===== src/rtl/tds_pkg.sv =====
`default_nettype none

package tds_pkg;

  // Width of a Q16.16 value as it enters and leaves the block.
  localparam int unsigned QW = 32;
  // Width of a pivot or sweep numerator: a value minus a truncated product.
  localparam int unsigned PW = 50;
  // Width of a numerator once it is scaled by 65536 for the quotient.
  localparam int unsigned NW = PW + 16;

  // One row request as it travels from the front to the back.
  typedef struct packed {
    logic signed [QW-1:0] sub;
    logic signed [QW-1:0] diag;
    logic signed [QW-1:0] sup;
    logic signed [QW-1:0] rhs;
    logic                 last;
    logic                 first;
    logic                 drop;
  } tds_row_t;

  // The two quotients that share one pivot, with their saturation flags.
  typedef struct packed {
    logic signed [QW-1:0] q_a;
    logic signed [QW-1:0] q_b;
    logic                 err_a;
    logic                 err_b;
  } tds_div_res_t;

  // Sequencer of the back part.
  typedef enum logic [3:0] {
    ST_IDLE,
    ST_MUL,
    ST_PIV,
    ST_START,
    ST_DIV,
    ST_BS_INIT,
    ST_BS_TOP,
    ST_BS_TOPW,
    ST_BS_RD,
    ST_BS_MUL,
    ST_BS_SUB,
    ST_EM_INIT,
    ST_EM_RD,
    ST_EM_OUT
  } tds_state_e;

  // Product of two Q16.16 values divided by 65536, truncated toward zero.
  function automatic logic signed [47:0] q16_trunc(input logic signed [63:0] p);
    logic signed [63:0] adj;
    adj = p + (p[63] ? 64'sd65535 : 64'sd0);
    return adj[63:16];
  endfunction

endpackage

`default_nettype wire


===== src/rtl/tds_front.sv =====
`default_nettype none

module tds_front import tds_pkg::*; #(
  parameter int unsigned MAX_ROWS = 32
) (
  input  wire logic                 clk_i,
  input  wire logic                 rst_ni,
  input  wire logic                 in_valid_i,
  output logic                      in_stall_o,
  input  wire logic signed [QW-1:0] sub_coef_i,
  input  wire logic signed [QW-1:0] main_coef_i,
  input  wire logic signed [QW-1:0] super_coef_i,
  input  wire logic signed [QW-1:0] rhs_value_i,
  input  wire logic                 last_row_i,
  output logic                      row_valid_o,
  output tds_row_t                  row_o,
  input  wire logic                 pop_i
);

  localparam int unsigned CW = $clog2(MAX_ROWS + 1);

  tds_row_t       fifo_q [2];
  logic           wr_ptr_q, wr_ptr_d;
  logic           rd_ptr_q, rd_ptr_d;
  logic [1:0]     count_q, count_d;
  logic [CW-1:0]  seen_q, seen_d;
  logic           push;
  logic           pop;
  tds_row_t       row_new;

  assign in_stall_o  = (count_q == 2'd2);
  assign push        = in_valid_i && !in_stall_o;
  assign row_valid_o = (count_q != 2'd0);
  assign row_o       = fifo_q[rd_ptr_q];
  assign pop         = pop_i && row_valid_o;

  // Classify the request: first row of a system, or one beyond the store.
  always_comb begin
    row_new.sub   = sub_coef_i;
    row_new.diag  = main_coef_i;
    row_new.sup   = super_coef_i;
    row_new.rhs   = rhs_value_i;
    row_new.last  = last_row_i;
    row_new.first = (seen_q == '0);
    row_new.drop  = (seen_q >= CW'(MAX_ROWS));
  end

  // Queue pointers and the count of rows seen in the current system.
  always_comb begin
    wr_ptr_d = wr_ptr_q;
    rd_ptr_d = rd_ptr_q;
    count_d  = count_q;
    seen_d   = seen_q;
    if (push) begin
      wr_ptr_d = !wr_ptr_q;
      if (last_row_i) begin
        seen_d = '0;
      end else if (!row_new.drop) begin
        seen_d = CW'(seen_q + 1'b1);
      end
    end
    if (pop) begin
      rd_ptr_d = !rd_ptr_q;
    end
    if (push && !pop) begin
      count_d = count_q + 2'd1;
    end else if (pop && !push) begin
      count_d = count_q - 2'd1;
    end
  end

  always_ff @(posedge clk_i or negedge rst_ni) begin
    if (!rst_ni) begin
      wr_ptr_q <= 1'b0;
      rd_ptr_q <= 1'b0;
      count_q  <= 2'd0;
      seen_q   <= '0;
    end else begin
      wr_ptr_q <= wr_ptr_d;
      rd_ptr_q <= rd_ptr_d;
      count_q  <= count_d;
      seen_q   <= seen_d;
    end
  end

  // Queue storage.
  always_ff @(posedge clk_i) begin
    if (push) begin
      fifo_q[wr_ptr_q] <= row_new;
    end
  end

endmodule

`default_nettype wire


===== config.mk =====
export PLATFORM = sky130hd
export DESIGN_NAME = tds_front
export DESIGN_NICKNAME = d
export VERILOG_FILES = /design/src/rtl/tds_pkg.sv /design/src/rtl/tds_front.sv
export SDC_FILE = /design/constraint.sdc
export NUM_CORES = 1
export LEC_CHECK = 0
export ABC_AREA = 1
export BUFFER_PORTS_ARGS = -buffer_cell sky130_fd_sc_hd__buf_2
export CAP_MARGIN = 40
export CORE_ASPECT_RATIO = 0.6
export CORE_MARGIN = 2
export CORE_UTILIZATION = 40
export CTS_CLUSTER_DIAMETER = 150
export DETAILED_ROUTE_END_ITERATION = 16
export GPL_TIMING_DRIVEN = 0
export REMOVE_ABC_BUFFERS = 1
export SYNTH_ARGS = -nofsm -noshare
export SYNTH_HDL_FRONTEND = slang
export SYNTH_SLANG_ARGS = --single-unit

===== constraint.sdc =====
create_clock -name clk_i -period 14.2 [get_ports clk_i]
set_input_delay 0.71 -clock clk_i [delete_from_list [all_inputs] [get_ports clk_i]]
set_output_delay 0.71 -clock clk_i [all_outputs]
set_load 0.1 [all_outputs]

After elaboration in Yosys (flattened, before gate mapping)
Memory sizes are Yosys's and may differ from the RTL's.
Cells that the tools add are included.

word-level totals
  bits of input ports = 133
  memories kept = 1
  memory bits (writable) = 262
  output and inout bits = 133
  bits in registers = 10
  logic and storage cells = 30

memories
  memory  depth  width  rd ports  clocked after Yosys merged registers in  write ports  RTL line         text
  fifo_q  2      131    1         0                                        1            tds_front.sv:22  tds_row_t fifo_q [2];

operators by class
  mux-type cells = 6
  $lt $le $gt $ge = 1
  reductions and logical operators = 13
  add/sub/neg operators = 3
  eq/ne operators = 2

operator list
  kind                   number
  $mux W6                2
  $add A6 B1 Y6 const B  1
  $ge A6 B6 Y1 const B   1
  $logic_not A6 Y1       1
  $logic_not A1 Y1       5
  $logic_and A1 B1 Y1    4
  $mux W2                2
  $reduce_bool A2 Y1     2
  $add A2 B1 Y2 const B  1
  $eq A2 B2 Y1 const B   1
  $mux W1                2
  $ne A2 B2 Y1 const B   1
  $reduce_and A2 Y1      1
  $sub A2 B1 Y2 const B  1

Longest topological paths before layout
  word-level depth = 7
  mapped depth = 8
  mapped depth without buffers = 8

Least setup slack after synthesis
OpenSTA, ideal clock, no wires.

  path type = input -> register
  start = input port in_valid_i
  end = memory fifo_q[0][0] (netlist bit) (enable)
  arrival time = 6.469 ns
  buffers on the path = 0
  required time = 13.576 ns
  slack = 7.106 ns
  stages on the path = 4
  setup time = 0.624 ns
  path through = inv_1 nor2_8 inv_2 nor2_1

between the ends
  cells in the longest elaborated chain, start to end = 3

RTL lines
  element                        RTL line         text
  start, declared                tds_front.sv:8   input wire logic in_valid_i,
  $logic_and A1 B1 Y1            tds_front.sv:32  assign push = in_valid_i && !in_stall_o;
  named net push                 tds_front.sv:27  logic push;
  $mux W1                        tds_front.sv:88  if (push) begin
  $mux W1 (not written as such)  tds_front.sv:89  fifo_q[wr_ptr_q] <= row_new;
  end, declared                  tds_front.sv:22

The timed path passes the listed nets, and every way through them passes these cells.

==> flow_summary.html <==
<table>
<tr><th>Metric</th><th>Value</th></tr>
<tr><th colspan="2">Status</th></tr>
<tr><td>Run status</td><td>finished, final reports clean</td></tr>
<tr><th colspan="2">Detailed routing</th></tr>
<tr><td>Via Count</td><td>6188</td></tr>
<tr><td>Iteration count of the initial detailed-routing pass</td><td>6</td></tr>
<tr><td>Vias per Instance</td><td>4.47</td></tr>
<tr><td>Final Routed Wirelength</td><td>21600 um</td></tr>
<tr><td>Post-route DRC</td><td>0</td></tr>
<tr><td>Antenna viol nets, final</td><td>0</td></tr>
<tr><td>Per-cell routed wire length</td><td>about 16 um</td></tr>
<tr><td>DR iter-0 viols</td><td>221</td></tr>
<tr><th colspan="2">Clocking</th></tr>
<tr><td>Clock-pin transition on the worst setup and hold timing paths</td><td>60 ps</td></tr>
<tr><td>Clock Tree Root</td><td>clkbuf_16</td></tr>
<tr><td>Total clock buffers created by CTS</td><td>27</td></tr>
<tr><td>Post-CTS Hold Fix Bufs</td><td>0</td></tr>
<tr><td>Clock tree buffer depth</td><td>3</td></tr>
<tr><td>Buffers inserted by post-CTS timing repair</td><td>0</td></tr>
<tr><td>Level count of the clock H-tree</td><td>1</td></tr>
<tr><td>Clock latency on the worst-skew pair</td><td>about 530 ps</td></tr>
<tr><td>Post-CTS Resized</td><td>0</td></tr>
<tr><td>CTS tree</td><td>built</td></tr>
<tr><td>Clock sinks</td><td>272</td></tr>
<tr><th colspan="2">Die</th></tr>
<tr><td>Placement row count</td><td>45</td></tr>
<tr><td>Die Height</td><td>127 um</td></tr>
<tr><td>Std-Cell Core Area</td><td>roughly 25000 um^2</td></tr>
<tr><td>Starting density of the core</td><td>40.5%</td></tr>
<tr><td>Die Footprint</td><td>26800 um^2</td></tr>
<tr><td>Die span in x</td><td>roughly 210 um</td></tr>
<tr><td>I/O pins</td><td>266</td></tr>
<tr><th colspan="2">Layout</th></tr>
<tr><td>Leading cell type in the layout, fill and taps excluded</td><td>nand2_1</td></tr>
<tr><td>Most frequent cells in the layout</td><td>nand2_1 (409), buf_2 (265), edfxtp_1 (262)</td></tr>
<tr><td>Total Nets Final</td><td>around 1200</td></tr>
<tr><td>Share of final-layout standard cells stronger than drive strength 1</td><td>30.3%</td></tr>
<tr><td>Fill cells</td><td>2185</td></tr>
<tr><td>Synth-to-layout area growth</td><td>26.2%</td></tr>
<tr><th colspan="2">Timing</th></tr>
<tr><td>Fraction of the cycle the final worst path needs</td><td>26.6%</td></tr>
<tr><td>Max Clock Freq</td><td>~260 MHz</td></tr>
<tr><td>Worst slew slack as a fraction of its limit</td><td>46.7%</td></tr>
<tr><td>Crit path time final</td><td>between 3000 and 4000 ps</td></tr>
<tr><td>Final total negative setup slack</td><td>0 ps</td></tr>
<tr><td>Unrepaired setup endpoints after global routing</td><td>false</td></tr>
<tr><td>Final worst clock skew</td><td>14.9 ps</td></tr>
<tr><td>Fin. max-slew vios</td><td>0</td></tr>
<tr><td>Hold Fails Final Rpt</td><td>0</td></tr>
<tr><td>Total setup violations reported at the end of the flow</td><td>0</td></tr>
<tr><td>Pin slew with the least headroom to its limit</td><td>798 ps</td></tr>
<tr><th colspan="2">Critical path</th></tr>
<tr><td>Sort of element at the end of the critical path</td><td>primary output</td></tr>
<tr><td>Worst reg2reg path depth</td><td>7</td></tr>
<tr><td>Flop-to-flop setup slack</td><td>~12000 ps</td></tr>
<tr><td>Worst Setup SP</td><td>rd_ptr_q</td></tr>
<tr><td>Buffers and inverters on the worst path</td><td>4</td></tr>
<tr><td>Start-to-end type of the worst setup path</td><td>reg -&gt; out</td></tr>
<tr><td>Reg2reg start</td><td>count_q[1]</td></tr>
<tr><td>Slowest stage cell on the critical path</td><td>dfrtp_4</td></tr>
<tr><td>Critical Path AT</td><td>3070 ps</td></tr>
<tr><td>CP Cell Sequence</td><td>buf_16, inv_6, buf_16, nand2_1, nand2_1, buf_2</td></tr>
<tr><td>Maximum cell stage delay along the critical path</td><td>approximately 740 ps</td></tr>
<tr><td>CP Launch Type</td><td>flip-flop</td></tr>
<tr><td>Crit path required time</td><td>13490 ps</td></tr>
<tr><td>Crit Reg-Reg Endpoint</td><td>fifo_q[1][109]</td></tr>
<tr><td>Top Family by Delay on Critical Path</td><td>buffers and inverters</td></tr>
<tr><td>Maximum fanout along the worst path</td><td>95</td></tr>
<tr><th colspan="2">Place</th></tr>
<tr><td>Final HPWL from detailed placement</td><td>14500 um</td></tr>
<tr><td>Number of port buffers</td><td>around 270</td></tr>
<tr><td>Global placement routability congestion</td><td>between 0.7 and 0.8</td></tr>
<tr><th colspan="2">GRT</th></tr>
<tr><td>Number of antenna violations at the first check in global routing</td><td>4</td></tr>
<tr><td>Maximum number of pins on one net before global-route repair</td><td>96</td></tr>
<tr><td>Overall fraction of global-route tracks in use</td><td>15.9%</td></tr>
<tr><td>Most Crowded Layer GR</td><td>met2</td></tr>
<tr><td>Routing usage on met3</td><td>7.06%</td></tr>
<tr><td>Vias in the first global route</td><td>just under 6000</td></tr>
<tr><td>Met1 Usage GRT</td><td>21.7%</td></tr>
<tr><td>Wire length of the first global-routing pass</td><td>32800 um</td></tr>
<tr><td>Global-route congestion overflow total</td><td>0</td></tr>
<tr><td>Met2 track demand over resource in global routing</td><td>23.5%</td></tr>
<tr><th colspan="2">Synthesis</th></tr>
<tr><td>Syn Std Cell Area</td><td>between 10000 and 15000 um^2</td></tr>
<tr><td>Yosys warning count</td><td>0</td></tr>
<tr><td>Synth Register Bits</td><td>272</td></tr>
<tr><td>Per-instance average area after synthesis</td><td>13.4 um^2</td></tr>
<tr><td>Distinct cell type count after synthesis</td><td>23</td></tr>
<tr><td>Seq/Total Area, Yosys</td><td>79.8%</td></tr>
<tr><td>Cell count after synthesis</td><td>758</td></tr>
<tr><th colspan="2">Flow run</th></tr>
<tr><td>Number of maximum-capacitance constraint violations</td><td>0</td></tr>
<tr><th colspan="2">Hold path</th></tr>
<tr><td>Worst hold-check path type</td><td>in -&gt; async</td></tr>
</table>
==> cell families after synthesis <==
group | count (synthesis) | synth area share [%]
buffers and inverters | 45 | 2.88
adder cells (fa/ha/maj) | 3 | 0.369
AO/OA/AOI/OAI | 6 | 0.295
AND/OR/NAND/NOR | 428 | 16.3
flip-flops | 272 | 79.8
XOR/XNOR | 4 | 0.345
==> cell type report <==
cell class	count	area [um^2]	share of cell area, %
Antenna cell	2	5.00	0.0390
Clock buffer	35	706	5.50
Clock inverter	14	120	0.936
Inverter	14	57.6	0.449
Multi-Input combinational cell	441	1770	13.8
Sequential cell	272	8120	63.3
Tap cell	329	412	3.21
Timing Repair Buffer	278	1640	12.8
==> sequential cells by signal, indices dropped and copies added (netlist names) <==
name and count:
count_q 2, fifo_q 262, rd_ptr_q 1, seen_q 6, wr_ptr_q 1
==> worst max path at each step <==
stage | end | cells past startpoint
2_1_floorplan | fifo_q[0][0] | 4
3_3_place_gp | fifo_q[0][65] | 5
3_5_place_dp | row_o[106] | 6
4_1_cts | row_o[106] | 6
5_1_grt | row_o[106] | 6
6_report | row_o[63] | 6
==> cells in the mapped netlist <==
master	instances	area [um^2]
nand2_1	409	1540
edfxtp_1	262	7870
inv_1	12	45.0
buf_4	11	82.6
buf_2	10	50.1
dfrtp_1	10	250
buf_6	9	101
nand3_1	6	30.0
nor2_1	6	22.5
o21ai_1	5	25.0
ha_1	3	37.5
xor2_1	3	26.3
nand4_1	2	12.5
a21oi_1	1	5.00
clkbuf_1	1	3.75
inv_2	1	3.75
inv_4	1	6.26
nand2_4	1	11.3
nor2_2	1	6.26
nor2_4	1	11.3
nor2_8	1	20.0
nor3_1	1	5.00
xnor2_1	1	8.76
==> layer usage <==
layer  up-vias  wire [um]
li1       3106          -
met5         -         25
met4         4        413
met3        32       2220
met1      2848       9760
met2       198       9190
==> metrics by stage <==
step	hold slack, ps	instance area, um^2	std cells	setup WS [ps]	utilization [%]
after floorplan	414	9930	727	7110	-
after global placement	490	11700	1321	3540	46.5
after detailed placement	510	12000	1334	10930	47.8
after CTS	14.7	12800	1383	10350	51.1
after global routing	31.8	12800	1384	10230	51.1
final	36.9	12800	1385	10420	51.1
Power is left out: the tool's default activity adds up to more than one toggle a clock period on the data nets, which glitch-free logic cannot reach.
